### src/rtl/core/periodic_software_timer_table_core_defines.svh
// Assertion macros used by the timer table core.
`ifndef PERIODIC_SOFTWARE_TIMER_TABLE_CORE_DEFINES_SVH
`define PERIODIC_SOFTWARE_TIMER_TABLE_CORE_DEFINES_SVH

// Same-cycle implication, sampled on clk, off during rst.
`define PSTT_ASSERT_NOW(lbl, ante, cons, msg) \
  lbl: assert property (@(posedge clk) disable iff (rst) (ante) |-> (cons)) else $error(msg);

// Next-cycle implication, sampled on clk, off during rst.
`define PSTT_ASSERT_NEXT(lbl, ante, cons, msg) \
  lbl: assert property (@(posedge clk) disable iff (rst) (ante) |=> (cons)) else $error(msg);

`endif

### src/rtl/core/pstt_pkg.sv
// Shared types and constants for the periodic timer table.
`timescale 1ns / 1ps
`default_nettype none
package pstt_pkg;

  localparam int TIMER_SLOTS_DEF = 8;
  localparam int TIME_W          = 32;
  localparam int STATUS_W        = 2;
  localparam int SLOT_OUT_W      = 6;
  localparam int MASK_W          = 8;

  localparam logic OP_REGISTER = 1'b0;
  localparam logic OP_TICK     = 1'b1;

  localparam logic [STATUS_W-1:0] ST_OK        = 2'd0;
  localparam logic [STATUS_W-1:0] ST_ZERO_IVL  = 2'd1;
  localparam logic [STATUS_W-1:0] ST_TABLE_FULL = 2'd2;

  // One timer entry as it travels around the ring of cells.
  typedef struct packed {
    logic              used;
    logic [TIME_W-1:0] period;
    logic [TIME_W-1:0] last;
  } entry_t;

endpackage
`default_nettype wire

### src/rtl/core/pstt_cell.sv
// One timer cell of the rotating ring: holds an entry, loads or shifts it.
`timescale 1ns / 1ps
`default_nettype none
module pstt_cell (
  input  wire logic                              clk,
  input  wire logic                              rst,
  input  wire logic                              shift,
  input  wire logic                              load,
  input  wire logic [pstt_pkg::TIME_W-1:0]       load_period,
  input  wire pstt_pkg::entry_t                  from_next,
  output pstt_pkg::entry_t                       entry
);

  always_ff @(posedge clk) begin
    if (rst) begin
      entry.used <= 1'b0;
    end else if (shift) begin
      entry <= from_next;
    end else if (load) begin
      entry.period <= load_period;
      entry.last   <= '0;
      entry.used   <= 1'b1;
    end
  end

endmodule
`default_nettype wire

### src/rtl/core/periodic_software_timer_table_core.sv
// Top level of the periodic timer table: command decode, tick scan and result.
//
//  channel   | handshake              | payload
//  ----------+------------------------+-------------------------------------------
//  command   | start / busy           | opcode, interval
//  result    | strobe (one cycle)     | kind, status, slot, fire_mask, time_now
//
// A register command answers with strobe in the cycle after acceptance; busy stays low.
// A tick command rotates the ring of TIMER_SLOTS cells once past a single
// add/compare unit at the head; strobe is raised once the scan ends.
// busy is high for the whole scan, so no new command is taken during a tick.
// Synchronous reset clears the tick counter, fill count and cell used bits.
// Results cannot be stalled; the receiver takes each strobe beat as it comes.
`timescale 1ns / 1ps
`default_nettype none
`include "periodic_software_timer_table_core_defines.svh"
module periodic_software_timer_table_core #(
  parameter int TIMER_SLOTS = pstt_pkg::TIMER_SLOTS_DEF
) (
  input  wire logic                                clk,
  input  wire logic                                rst,
  input  wire logic                                start,
  output logic                                     busy,
  input  wire logic                                opcode,
  input  wire logic [pstt_pkg::TIME_W-1:0]         interval,
  output logic                                     strobe,
  output logic                                     kind,
  output logic [pstt_pkg::STATUS_W-1:0]            status,
  output logic [pstt_pkg::SLOT_OUT_W-1:0]          slot,
  output logic [pstt_pkg::MASK_W-1:0]              fire_mask,
  output logic [pstt_pkg::TIME_W-1:0]              time_now
);

  localparam int SLOT_W = (TIMER_SLOTS > 1) ? $clog2(TIMER_SLOTS) : 1;
  localparam int CNT_W  = $clog2(TIMER_SLOTS + 1);

  typedef enum logic {IDLE, SCAN} state_t;

  state_t                          state;
  logic [pstt_pkg::TIME_W-1:0]     tick_count;
  logic [CNT_W-1:0]                used_count;
  logic [SLOT_W-1:0]               step;
  logic [pstt_pkg::MASK_W-1:0]     mask_acc;
  logic [pstt_pkg::MASK_W-1:0]     bit_sel;

  pstt_pkg::entry_t                cells   [TIMER_SLOTS];
  pstt_pkg::entry_t                head_upd;
  logic [pstt_pkg::TIME_W-1:0]     head_sum;
  logic                            head_fire;

  logic                            accept;
  logic                            ivl_zero;
  logic                            tbl_full;
  logic                            reg_ok;
  logic                            scanning;
  logic                            acc_reg;
  logic                            acc_tick;
  logic                            reg_beat;

  assign scanning = (state == SCAN);
  assign busy     = scanning;
  assign accept   = start && !busy;
  assign ivl_zero = (interval == '0);
  assign tbl_full = (used_count >= CNT_W'(TIMER_SLOTS));
  assign reg_ok   = accept && (opcode == pstt_pkg::OP_REGISTER) && !ivl_zero && !tbl_full;
  assign acc_reg  = accept && (opcode == pstt_pkg::OP_REGISTER);
  assign acc_tick = accept && (opcode == pstt_pkg::OP_TICK);
  assign reg_beat = strobe && (kind == pstt_pkg::OP_REGISTER);

  // Head evaluation: fire test, then drop a last-fire time that lies ahead of now.
  assign head_sum  = cells[0].last + cells[0].period;
  assign head_fire = cells[0].used && (head_sum <= tick_count);

  always_comb begin
    head_upd = cells[0];
    if (head_fire) begin
      head_upd.last = tick_count;
    end else if (cells[0].used && (cells[0].last > tick_count)) begin
      head_upd.last = '0;
    end
  end

  for (genvar i = 0; i < TIMER_SLOTS; i++) begin : g_cell
    pstt_pkg::entry_t from_next;
    if (i == TIMER_SLOTS - 1) begin : g_tail
      assign from_next = head_upd;
    end else begin : g_mid
      assign from_next = cells[i+1];
    end
    pstt_cell u_cell (
      .clk         (clk),
      .rst         (rst),
      .shift       (scanning),
      .load        (reg_ok && (used_count[SLOT_W-1:0] == SLOT_W'(i))),
      .load_period (interval),
      .from_next   (from_next),
      .entry       (cells[i])
    );
  end

  always_ff @(posedge clk) begin
    if (rst) begin
      state      <= IDLE;
      strobe     <= 1'b0;
      tick_count <= '0;
      used_count <= '0;
    end else begin
      strobe <= 1'b0;
      case (state)
        IDLE: begin
          if (start) begin
            if (opcode == pstt_pkg::OP_REGISTER) begin
              strobe    <= 1'b1;
              kind      <= pstt_pkg::OP_REGISTER;
              fire_mask <= '0;
              time_now  <= tick_count;
              slot      <= '0;
              if (ivl_zero) begin
                status <= pstt_pkg::ST_ZERO_IVL;
              end else if (tbl_full) begin
                status <= pstt_pkg::ST_TABLE_FULL;
              end else begin
                status     <= pstt_pkg::ST_OK;
                slot       <= pstt_pkg::SLOT_OUT_W'(used_count);
                used_count <= used_count + 1'b1;
              end
            end else begin
              tick_count <= tick_count + 1'b1;
              step       <= '0;
              mask_acc   <= '0;
              bit_sel    <= pstt_pkg::MASK_W'(1);
              state      <= SCAN;
            end
          end
        end
        SCAN: begin
          step    <= step + 1'b1;
          bit_sel <= bit_sel << 1;
          if (head_fire) begin
            mask_acc <= mask_acc | bit_sel;
          end
          if (step == SLOT_W'(TIMER_SLOTS - 1)) begin
            // Ring is back in slot order: publish the tick answer.
            state     <= IDLE;
            strobe    <= 1'b1;
            kind      <= pstt_pkg::OP_TICK;
            status    <= pstt_pkg::ST_OK;
            slot      <= '0;
            fire_mask <= mask_acc | (head_fire ? bit_sel : '0);
            time_now  <= tick_count;
          end
        end
        default: begin
          state <= IDLE;
        end
      endcase
    end
  end

  `PSTT_ASSERT_NOW(a_strobe_idle, strobe, !busy, "result beat during tick scan")
  `PSTT_ASSERT_NEXT(a_tick_scans, acc_tick, busy && !strobe, "tick did not start scan")
  `PSTT_ASSERT_NEXT(a_reg_answers, acc_reg, reg_beat, "register command without answer")
  `PSTT_ASSERT_NOW(a_fill_bound, 1'b1, used_count <= CNT_W'(TIMER_SLOTS), "fill count beyond table size")
  `PSTT_ASSERT_NOW(a_reg_no_mask, reg_beat, fire_mask == '0, "register answer with fire bits")

endmodule
`default_nettype wire

### config.mk
export PLATFORM = sky130hd
export DESIGN_NAME = periodic_software_timer_table_core
export DESIGN_NICKNAME = d
export VERILOG_FILES = /design/src/rtl/core/pstt_pkg.sv /design/src/rtl/core/pstt_cell.sv /design/src/rtl/core/periodic_software_timer_table_core.sv
export VERILOG_INCLUDE_DIRS = /design/src /design/src/rtl/core
export SDC_FILE = /design/constraint.sdc
export NUM_CORES = 1
export LEC_CHECK = 0
export BUFFER_PORTS_ARGS = -buffer_cell sky130_fd_sc_hd__buf_4
export CAP_MARGIN = 20
export CORE_MARGIN = 8
export CORE_UTILIZATION = 62
export CTS_CLUSTER_SIZE = 30
export DETAILED_ROUTE_END_ITERATION = 8
export PLACE_DENSITY = 0.8
export SETUP_SLACK_MARGIN = 0.5
export SYNTH_ARGS = -nofsm -noshare
export SYNTH_HDL_FRONTEND = slang
export SYNTH_SLANG_ARGS = --single-unit
export TNS_END_PERCENT = 50
### constraint.sdc
create_clock -name clk -period 6.8 [get_ports clk]
set_clock_uncertainty 0.05 [all_clocks]
set_input_delay 0.68 -clock clk [delete_from_list [all_inputs] [get_ports clk]]
set_output_delay 0.68 -clock clk [all_outputs]
set_load 0.01 [all_outputs]
==> results of run 1 <==
-- power by group --
part,leakage (nW),internal [W],switching (W)
logic,4.65,0.000247,0.000438
registers,5.74,0.00436,0.0000691
clock network,0.972,0.00191,0.00139
-- per-layer routing --
| layer | global-route usage (%) | vias to the layer above | wire length (um) |
|---|---|---|---|
| li1 | - | 7737 | - |
| met1 | 31.64 | 7941 | 24420 |
| met2 | 34.60 | 614 | 25990 |
| met3 | 4.107 | 105 | 4406 |
| met4 | 7.413 | 0 | 1461 |
| met5 | 0 | - | 0 |
-- through the flow --
stage | cells | setup slack, ns | hold WS (ns) | area [sq um] | utilization [%]
final | 2873 | 1.443 | 0.4358 | 30140 | 70.27
after floorplan | 2154 | 1.163 | 0.3805 | 26850 | -
after detailed placement | 2760 | 1.420 | 0.4213 | 28170 | 65.68
after global placement | 2758 | 1.511 | 0.4203 | 28110 | 65.55
after global routing | 2873 | 0.9993 | 0.4439 | 30140 | 70.27
after CTS | 2873 | 1.407 | 0.4187 | 30140 | 70.27
-- placed cells by master, fill, tap and decap left out, types with 9 or more instances in the layout --
cell type  instances
edfxtp_1         578
nand2_1          566
and2_1           234
ha_1             104
buf_4            102
nor2_1            87
clkbuf_16         61
a21oi_1           57
xnor2_1           49
inv_1             48
dfxtp_1           45
a21o_1            44
a22o_1            32
o21ai_0           23
nand4_1           22
nand3_1           21
clkbuf_1          19
nor4_1            17
nor3_1            14
nor2b_1           13
clkbuf_8          13
a211oi_1           9
xor2_1             9
clkinv_2           9
-- layout make-up --
cell class                 instances  area [sq um]
multi-input combinational       1397          8130
clock buffer                      93          1777
timing repair buffer             105         840.8
sequential                       624         18280
fill                            2881         12750
clock inverter                    20         190.2
tap                              585         732.0
inverter                          49         183.9
-- worst max path at each step --
| stage | start | end | slack (ns) | cells after the start |
|---|---|---|---|---|
| after floorplan | interval[3] | g_cell[4].u_cell.entry[0] | 1.16 | 7 |
| after global placement | g_cell[0].u_cell.entry[4] | g_cell[7].u_cell.entry[23] | 1.51 | 19 |
| after detailed placement | g_cell[0].u_cell.entry[0] | g_cell[7].u_cell.entry[23] | 1.42 | 22 |
| after CTS | g_cell[0].u_cell.entry[0] | g_cell[7].u_cell.entry[7] | 1.41 | 22 |
| after global routing | g_cell[0].u_cell.entry[1] | g_cell[7].u_cell.entry[7] | 1.0 | 20 |
| final | g_cell[0].u_cell.entry[0] | g_cell[7].u_cell.entry[23] | 1.44 | 22 |
-- worst min-delay path: cells and delay by family --
kind / cells / cell delay (ns)
and+or+nand+nor: 3 / 0.17
buffers and inverters: 1 / 0.08
-- sequential cells by signal, indices dropped and copies added, names as in the netlist, 3 cells and up --
register	flops
slot	4
g_cell.u_cell.entry	520
bit_sel	8
time_now	32
mask_acc	8
fire_mask	8
tick_count	32
step	3
used_count	4
-- cells by family (layout without fill, tap and decap cells) --
family	Yosys count	in the layout	synth area share, %
AO/OA/AOI/OAI	217	217	5.672
XOR/XNOR	58	58	1.892
adder cells (fa/ha/maj)	105	105	4.922
buffers and inverters	133	267	1.976
flip-flops	624	624	68.08
multiplexers	1	1	0.03729
other	1	3	0.01397
AND/OR/NAND/NOR	1013	1013	17.40
==> run_results.csv, run 1 <==
group,metric,value,unit
placement,gp_congestion,0.8650,
power,cellPowerDensity,279.2,nW/um^2
critical_path,r2r_setup_slack,1.44,ns
run_status,outcome,"completed",
floorplan,dieArea,50210,sq um
sta,rsz0062_at_grt,"false",
sta,setup_viol,0,
cells_and_area,insertedDiodeCount,0,
synthesis,syn_inst,2152,
routing,drcViolationCount,0,
critical_path,slowest_delay,0.49,ns
cells_and_area,area_growth,12.25,%
routing,antenna_left,0,
min_path,min-delay-start,"interval[19]",
cells_and_area,num-nets-final,2378,
grt,first_global_vias,15973,
synthesis,synth.top_cell.area_share,64.65,%
synthesis,synth_enable_flop_cells,578,
routing,drt_wl_total,56280,um
cts,cts_resized,0,
synthesis,ys_seq_area_share,68.08,%
min_path,hold_depth,4,
cells_and_area,drive_gt1_share,9.528,%
min_path,worstHoldPathType,"primary input to flop",
floorplan,die-width,224.1,um
critical_path,path_max_fanout,32,
grt,grt-ovfl-total,0,
floorplan,io_pins,87,
grt,antenna_found_initial,1,
critical_path,reg2reg_from,"g_cell[0].u_cell.entry[0]",
min_path,hold_end,"status[0]",
critical_path,crit_chain,"ha_1, inv_1, fa_1, nor2b_1, o2111ai_1, a32o_1, o31ai_2, a311o_2, o21bai_2, o21ai_2, a21oi_2, xnor2_1, ha_1, nand4_1, nor4_1, nand4_1, nor2b_1, a31oi_1, buf_4, and2_1, buf_4, a22o_1",
sta,slew_headroom,28.15,%
critical_path,critPathArrivalTime,5.77,ns
synthesis,synth_area_leaders,"edfxtp_1 (65%), nand2_1 (7.9%), and2_1 (5.5%), ha_1 (4.8%), dfxtp_1 (3.4%)",
routing,wire_per_inst,19.59,um
cts,cts_setup_buffers,0,
critical_path,r2r_end,"g_cell[7].u_cell.entry[23]",
critical_path,critPathKind,"flop to flop",
critical_path,reg2reg_depth,22,
critical_path,crit_required,7.22,ns
cts,cts_hold_buf,0,
cts,clockBufferDepth,3,
critical_path,critPathSlowestCell,"nor4_1",
synthesis,ys_ff_latch,624,
sta,min_period,5.357,ns
grt,grt.total_usage,22.25,%
grt,grt_pass1_wl,87620,um
cts,clk_latency,0.62,ns
synthesis,synth_top_area_cell,"edfxtp_1",
placement,portBuffers,84,
cts,cts_made_buffers,60,
synthesis,synth_area_per_cell,12.47,sq um
cts,cts_tree,"yes",
routing,routed_via_density,5.707,
critical_path,start_kind,"flop",
critical_path,end_kind,"flop",
floorplan,core.rowCount,76,
synthesis,synthDistinctLibCells,62,
synthesis,ys_warn_count,0,
sta,max_freq,0.1867,GHz
critical_path,worst_path_dominant_cell_family,"compound AO/OA/AOI/OAI gates",
routing,vias,16397,
floorplan,start_util,62.60,%
sta,finalSetupTns,0,ns
placement,dp_hpwl,36150,um
floorplan,die_y,224.1,um
synthesis,ys.flop_type,"edfxtp_1",
routing,drtIter0Drc,1709,
synthesis,synth_area,26850,sq um
sta,period_share,78.77,%
synthesis,synth_most_common_cell,"edfxtp_1",
routing,first_pass_iters,5,
cts,htree_num_levels,2,
sta,drv_slew,0,
sta,worst_pin_slew,1.078,ns
sta,hold_viol,0,
power,peakVddDrop,210.0,uV
critical_path,worst-path-buf-inv,3,
grt,grt_max_degree,191,
synthesis,netlist_top_cells_count,"edfxtp_1 (578), nand2_1 (566), and2_1 (234), ha_1 (104), nor2_1 (93)",
floorplan,coreArea,42890,sq um
power,power,0.008413,W
synthesis,async_flop_share,0,%
power,p_leak,11.36,nW
cts,numClockSinks,624,
cts,cts-root-buf,"clkbuf_16",
run,maxCapViolations,0,
cts,path_clk_slew,0.06,ns
Note: power is estimated with default switching activity, not from simulation.
==> run 2, diff against run 1 <==
==> constraint.sdc (replaced) <==
create_clock -name clk -period 5.1 [get_ports clk]
set_clock_uncertainty 0.05 [all_clocks]
set_input_delay 0.51 -clock clk [delete_from_list [all_inputs] [get_ports clk]]
set_output_delay 0.51 -clock clk [all_outputs]
set_load 0.01 [all_outputs]
==> run_results.csv, run 2 (synthesized netlist as in run 1, its figures left out) <==
group,metric,value,unit
min_path,hold_depth,4,
cts,clockBufferDepth,3,
floorplan,dieArea,50210,sq um
routing,wire_per_inst,19.83,um
cts,htree_num_levels,2,
sta,drv_slew,0,
floorplan,die_y,224.1,um
floorplan,core.rowCount,76,
placement,post-place-ws,0.06901,ns
sta,finalSetupTns,0,ns
routing,first_pass_iters,7,
power,peakVddDrop,292.4,uV
run_status,outcome,"completed",
sta,timing.hold.ws,0.2716,ns
routing,drt_wl_total,57430,um
cts,cts_tree,"yes",
routing,vias,16512,
routing,drtIter0Drc,1622,
cts,clk_latency,0.62,ns
grt,grt_pass1_wl,88740,um
cts,path_clk_slew,0.07,ns
power,cellPowerDensity,369.1,nW/um^2
placement,gp_congestion,0.8918,
cells_and_area,final_common_cell,"edfxtp_1",
cells_and_area,area_growth,13.74,%
critical_path,end_kind,"flop",
floorplan,start_util,62.60,%
cells_and_area,top_regs,"g_cell.u_cell.entry: 520 flops, tick_count: 32 flops, time_now: 32 flops",
critical_path,reg2reg_depth,23,
min_path,worstHoldPathType,"primary input to flop",
critical_path,critPathKind,"flop to flop",
cells_and_area,fill_cells,2822,
sta,max_freq,0.2039,GHz
cts,numClockSinks,624,
sta,period_share,96.16,%
cells_and_area,num-nets-final,2403,
critical_path,crit_required,5.52,ns
placement,portBuffers,84,
power,p_leak,11.51,nW
sta,hold_viol,0,
cells_and_area,final_cell_mix,"edfxtp_1 (578), nand2_1 (566), and2_1 (233), buf_4 (122), ha_1 (100)",
critical_path,path_max_fanout,8,
cells_and_area,largest_register_ffs,520,
sta,rsz0062_at_grt,"true",
grt,grt.total_usage,22.63,%
sta,min_period,4.904,ns
placement,dp_hpwl,36370,um
cells_and_area,drive_gt1_share,11.16,%
floorplan,coreArea,42890,sq um
cells_and_area,regMostFlops,"g_cell.u_cell.entry",
run,maxCapViolations,0,
sta,fin_ws,0.1959,ns
sta,setup_viol,0,
floorplan,io_pins,87,
power,power,0.01127,W
sta,worst_pin_slew,1.058,ns
cells_and_area,insertedDiodeCount,0,
grt,antenna_found_initial,0,
routing,drcViolationCount,0,
sta,slew_headroom,29.31,%
routing,routed_via_density,5.702,
cts,cts-root-buf,"clkbuf_16",
routing,antenna_left,0,
grt,grt-ovfl-total,0,
critical_path,start_kind,"flop",
cts,cts_made_buffers,59,
floorplan,die-width,224.1,um
critical_path,critPathArrivalTime,5.33,ns
grt,grt_max_degree,148,
grt,first_global_vias,16057,
## run 2: changes by cell type in the layout (fill, tap and decap cells not counted), sizes merged
cell / change
inv: -1
clkinvlp: +1
clkinv: +1
bufinv: +2
clkbuf: -4
buf: +24
## run 2: power by group
part	switching, W	internal (W)	leakage [nW]
Combinational	0.000600	0.000358	4.82
Sequential	0.0000910	0.00582	5.74
Clock	0.00184	0.00256	0.950
Total	0.00254	0.00874	11.5
## run 2: what timing repair did
item                       in CTS  in global routing
setup endpoints to repair      48                 48
hold buffers                    0                  0
gates cloned                    2                  2
buffers inserted                3                 12
pin swaps                       8                 35
gates resized for setup        18                 13
## run 2: layout make-up
class                           instances  area (sq um)  share of cell area [%]
Timing Repair Buffer                  131          1129                   3.696
Sequential cell                       624         18280                   59.87
Tap cell                              585         732.0                   2.397
Clock inverter                         23         240.2                  0.7867
Inverter                               49         183.9                  0.6023
Multi-Input combinational cell       1397          8265                   27.07
Clock buffer                           87          1704                   5.581
## run 2: critical path: stages, from the launching register on
cell and delay, ns:
edfxtp_1 0.36, ha_2 0.19, inv_2 0.04, fa_2 0.40, nor2b_2 0.15, o2111ai_2 0.15, a32o_2 0.32, o31ai_4 0.21
a311o_2 0.28, a21oi_2 0.09, o21bai_1 0.16, a21oi_2 0.07, xnor2_1 0.13, ha_1 0.30, nand4_1 0.14, nor4_2 0.37
nand4_1 0.15, nor2b_2 0.17, a31oi_1 0.16, buf_4 0.17, buf_12 0.10, and2_4 0.24, clkbuf_16 0.19, a22o_1 0.14
## run 2: final timing paths
path / startpoint / to / slack (ns)
max: g_cell[0].u_cell.entry[32] / g_cell[7].u_cell.entry[5] / 0.20
max reg2reg: g_cell[0].u_cell.entry[32] / g_cell[7].u_cell.entry[5] / 0.20
min reg2reg: g_cell[3].u_cell.entry[64] / g_cell[2].u_cell.entry[64] / 0.45
min: interval[19] / status[0] / 0.27
## run 2: through the flow
step / std cells / util (%) / instance area [sq um]
CTS: 2880 / 70.68 / 30310
detailed placement: 2765 / 65.73 / 28190
finish: 2896 / 71.20 / 30540
global placement: 2764 / 65.69 / 28170
floorplan: 2154 / - / 26870
global route: 2896 / 71.20 / 30540
## run 2: routing by layer
layer	wire, um	global-route usage [%]
met1	25470	32.91
met4	1775	8.114
met3	3959	3.479
met5	0	0
met2	26230	34.61
==> run 3, diff against run 2 <==
--- a/config.mk
+++ b/config.mk
@@ -6,12 +6,13 @@
 export SDC_FILE = /design/constraint.sdc
 export NUM_CORES = 1
 export LEC_CHECK = 0
-export BUFFER_PORTS_ARGS = -buffer_cell sky130_fd_sc_hd__buf_4
 export CAP_MARGIN = 20
 export CORE_MARGIN = 8
-export CORE_UTILIZATION = 62
+export CORE_UTILIZATION = 64
+export CTS_CLUSTER_DIAMETER = 80
 export CTS_CLUSTER_SIZE = 30
 export DETAILED_ROUTE_END_ITERATION = 8
+export DONT_BUFFER_PORTS = 1
 export PLACE_DENSITY = 0.8
 export SETUP_SLACK_MARGIN = 0.5
 export SYNTH_ARGS = -nofsm -noshare
==> run_results.csv, run 3 (synthesized netlist as in run 1, its figures left out) <==
group,metric,value,unit
power,cellPowerDensity,338.6,nW/um^2
min_path,worstHoldPathType,"primary input to flop",
sta,period_share,97.11,%
cells_and_area,insertedDiodeCount,0,
floorplan,die-width,220.8,um
cts,cts_tree,"yes",
power,pwr-share-comb,9.6,%
sta,slew_headroom,29.59,%
critical_path,r2r_end,"g_cell[7].u_cell.entry[5]",
power,p_leak,10.73,nW
cells_and_area,final_common_cell,"edfxtp_1",
critical_path,start_kind,"flop",
cells_and_area,final_cell_mix,"edfxtp_1 (578), nand2_1 (566), and2_1 (234), ha_1 (99), nor2_1 (87)",
cells_and_area,largest_register_ffs,520,
cells_and_area,area_growth,8.385,%
cts,clockBufferDepth,3,
critical_path,reg2reg_depth,23,
grt,grt_pass1_wl,88720,um
sta,hold_viol,0,
routing,drtIter0Drc,1743,
min_path,min-delay-start,"rst",
grt,grt-ovfl-total,0,
critical_path,reg2reg_from,"g_cell[0].u_cell.entry[32]",
cells_and_area,top_regs,"g_cell.u_cell.entry: 520 flops, tick_count: 32 flops, time_now: 32 flops",
routing,antenna_left,0,
cells_and_area,regMostFlops,"g_cell.u_cell.entry",
grt,antenna_found_initial,0,
grt,grt.total_usage,22.89,%
cts,htree_num_levels,1,
routing,wire_per_inst,21.01,um
sta,worst_pin_slew,1.054,ns
power,peakVddDrop,270.0,uV
critical_path,path_max_fanout,8,
cts,path_clk_slew,0.11,ns
cts,clk_latency,0.63,ns
cts,numClockSinks,624,
floorplan,start_util,64.43,%
critical_path,crit_required,5.40,ns
power,p_sw,0.002415,W
critical_path,critPathKind,"flop to flop",
cells_and_area,drive_gt1_share,7.012,%
sta,drv_slew,0,
cells_and_area,num-nets-final,2299,
routing,first_pass_iters,6,
placement,dp_hpwl,36830,um
floorplan,die_y,220.8,um
grt,first_global_vias,15423,
power,swShare,24.51,%
cts,cts-root-buf,"clkbuf_16",
sta,finalSetupTns,0,ns
routing,vias,16068,
run,maxCapViolations,0,
sta,min_period,4.953,ns
sta,setup_viol,0,
min_path,hold_depth,1,
sta,max_freq,0.2019,GHz
routing,drt_wl_total,57180,um
placement,gp_congestion,0.9357,
run_status,outcome,"completed",
cells_and_area,fill_cells,2859,
critical_path,critPathArrivalTime,5.25,ns
floorplan,dieArea,48760,sq um
floorplan,io_pins,87,
min_path,hold_end,"g_cell[1].u_cell.entry[42]",
power,p_int,0.007436,W
floorplan,core.rowCount,75,
grt,grt_max_degree,126,
cts,cts_made_buffers,31,
placement,portBuffers,0,
sta,timing.hold.ws,0.07166,ns
critical_path,end_kind,"flop",
routing,routed_via_density,5.905,
routing,drcViolationCount,0,
critical_path,r2r_setup_slack,0.15,ns
floorplan,coreArea,41670,sq um
sta,rsz0062_at_grt,"true",
power,p_seq_share,59.9,%
power,clockPowerShare,30.5,%
## run 3: cell count changes in the layout (fill, tap and decap cells not counted), sizes merged
cell,previous run,this run
buf,129,54
bufinv,5,0
clkbuf,89,39
clkinv,15,8
clkinvlp,1,0
inv,51,60
## run 3: metrics by stage
step	instances	worst slack (ns)	area, sq um	total power (W)	utilization, %
floorplan	2154	0.1210	26870	0.006625	-
global placement	2633	0.1705	27490	0.006838	65.97
detailed placement	2635	0.1427	27540	0.006876	66.09
CTS	2712	0.3551	28940	0.009875	69.46
global route	2721	0.005126	29100	0.01019	69.83
finish	2721	0.1474	29100	0.009851	69.83
## run 3: how the worst max path moves through the flow
stage                                     startpoint  slack [ns]  cells after the start                    endpoint
after floorplan                          interval[3]        0.12                      7   g_cell[3].u_cell.entry[0]
after global placement     g_cell[0].u_cell.entry[4]        0.17                     19  g_cell[7].u_cell.entry[23]
after detailed placement   g_cell[0].u_cell.entry[4]        0.14                     19  g_cell[7].u_cell.entry[28]
after CTS                 g_cell[0].u_cell.entry[32]        0.36                     23   g_cell[7].u_cell.entry[3]
after global routing      g_cell[0].u_cell.entry[32]       0.005                     23   g_cell[7].u_cell.entry[7]
final                     g_cell[0].u_cell.entry[32]        0.15                     23   g_cell[7].u_cell.entry[5]
## run 3: power groups by stage
stage / sequential, W / combinational (W) / clock [W]
2_1_floorplan: 0.00598 / 0.000643 / 0
3_3_place_gp: 0.00601 / 0.000829 / 0
3_5_place_dp: 0.00601 / 0.000862 / 0
4_1_cts: 0.00590 / 0.000918 / 0.00306
5_1_grt: 0.00592 / 0.00106 / 0.00321
6_report: 0.00590 / 0.000942 / 0.00301
## run 3: routing by layer
layer  routed length, um  up-vias  global-route usage [%]  part of all wire (%)
li1                    -     7550                       -                     -
met1               25450     7892                   33.99                    45
met2               26500      564                   36.33                    46
met3                4402       62                   3.293                   7.7
met4                 821        0                   4.025                   1.4
met5                   0        -                       0                     0
## run 3: critical path, cell delays in order, from the launching register on
cell       delay, ns
edfxtp_1        0.40
ha_2            0.21
inv_2           0.04
fa_2            0.42
nor2b_4         0.17
o2111ai_4       0.15
a32o_2          0.32
o31ai_4         0.20
a311o_2         0.29
a21oi_2         0.08
o21bai_1        0.18
a21oi_2         0.08
xnor2_1         0.14
ha_1            0.30
nand4_1         0.18
nor4_2          0.27
nand4_1         0.16
nor2b_1         0.18
a31oi_1         0.14
buf_4           0.16
a311oi_4        0.05
buf_6           0.18
buf_12          0.14
a22o_1          0.18
## run 3: area by class of cell
cell class                 count  area (sq um)  area share [%]
sequential                   624         18280           62.83
multi-input combinational   1397          8285           28.48
clock buffer                  38         843.3           2.898
tap                          539         674.4           2.318
timing repair buffer          55         576.8           1.982
clock inverter                19         251.5          0.8643
inverter                      49         183.9          0.6321
## run 3: repair_timing
item,4_1_cts,5_1_grt
endpoints found under the hold margin,46,0
hold buffers,1,0
pin swaps,10,16
endpoints found under the setup margin,46,48
gates resized for setup,25,15
gates cloned,2,1
buffers inserted,17,8
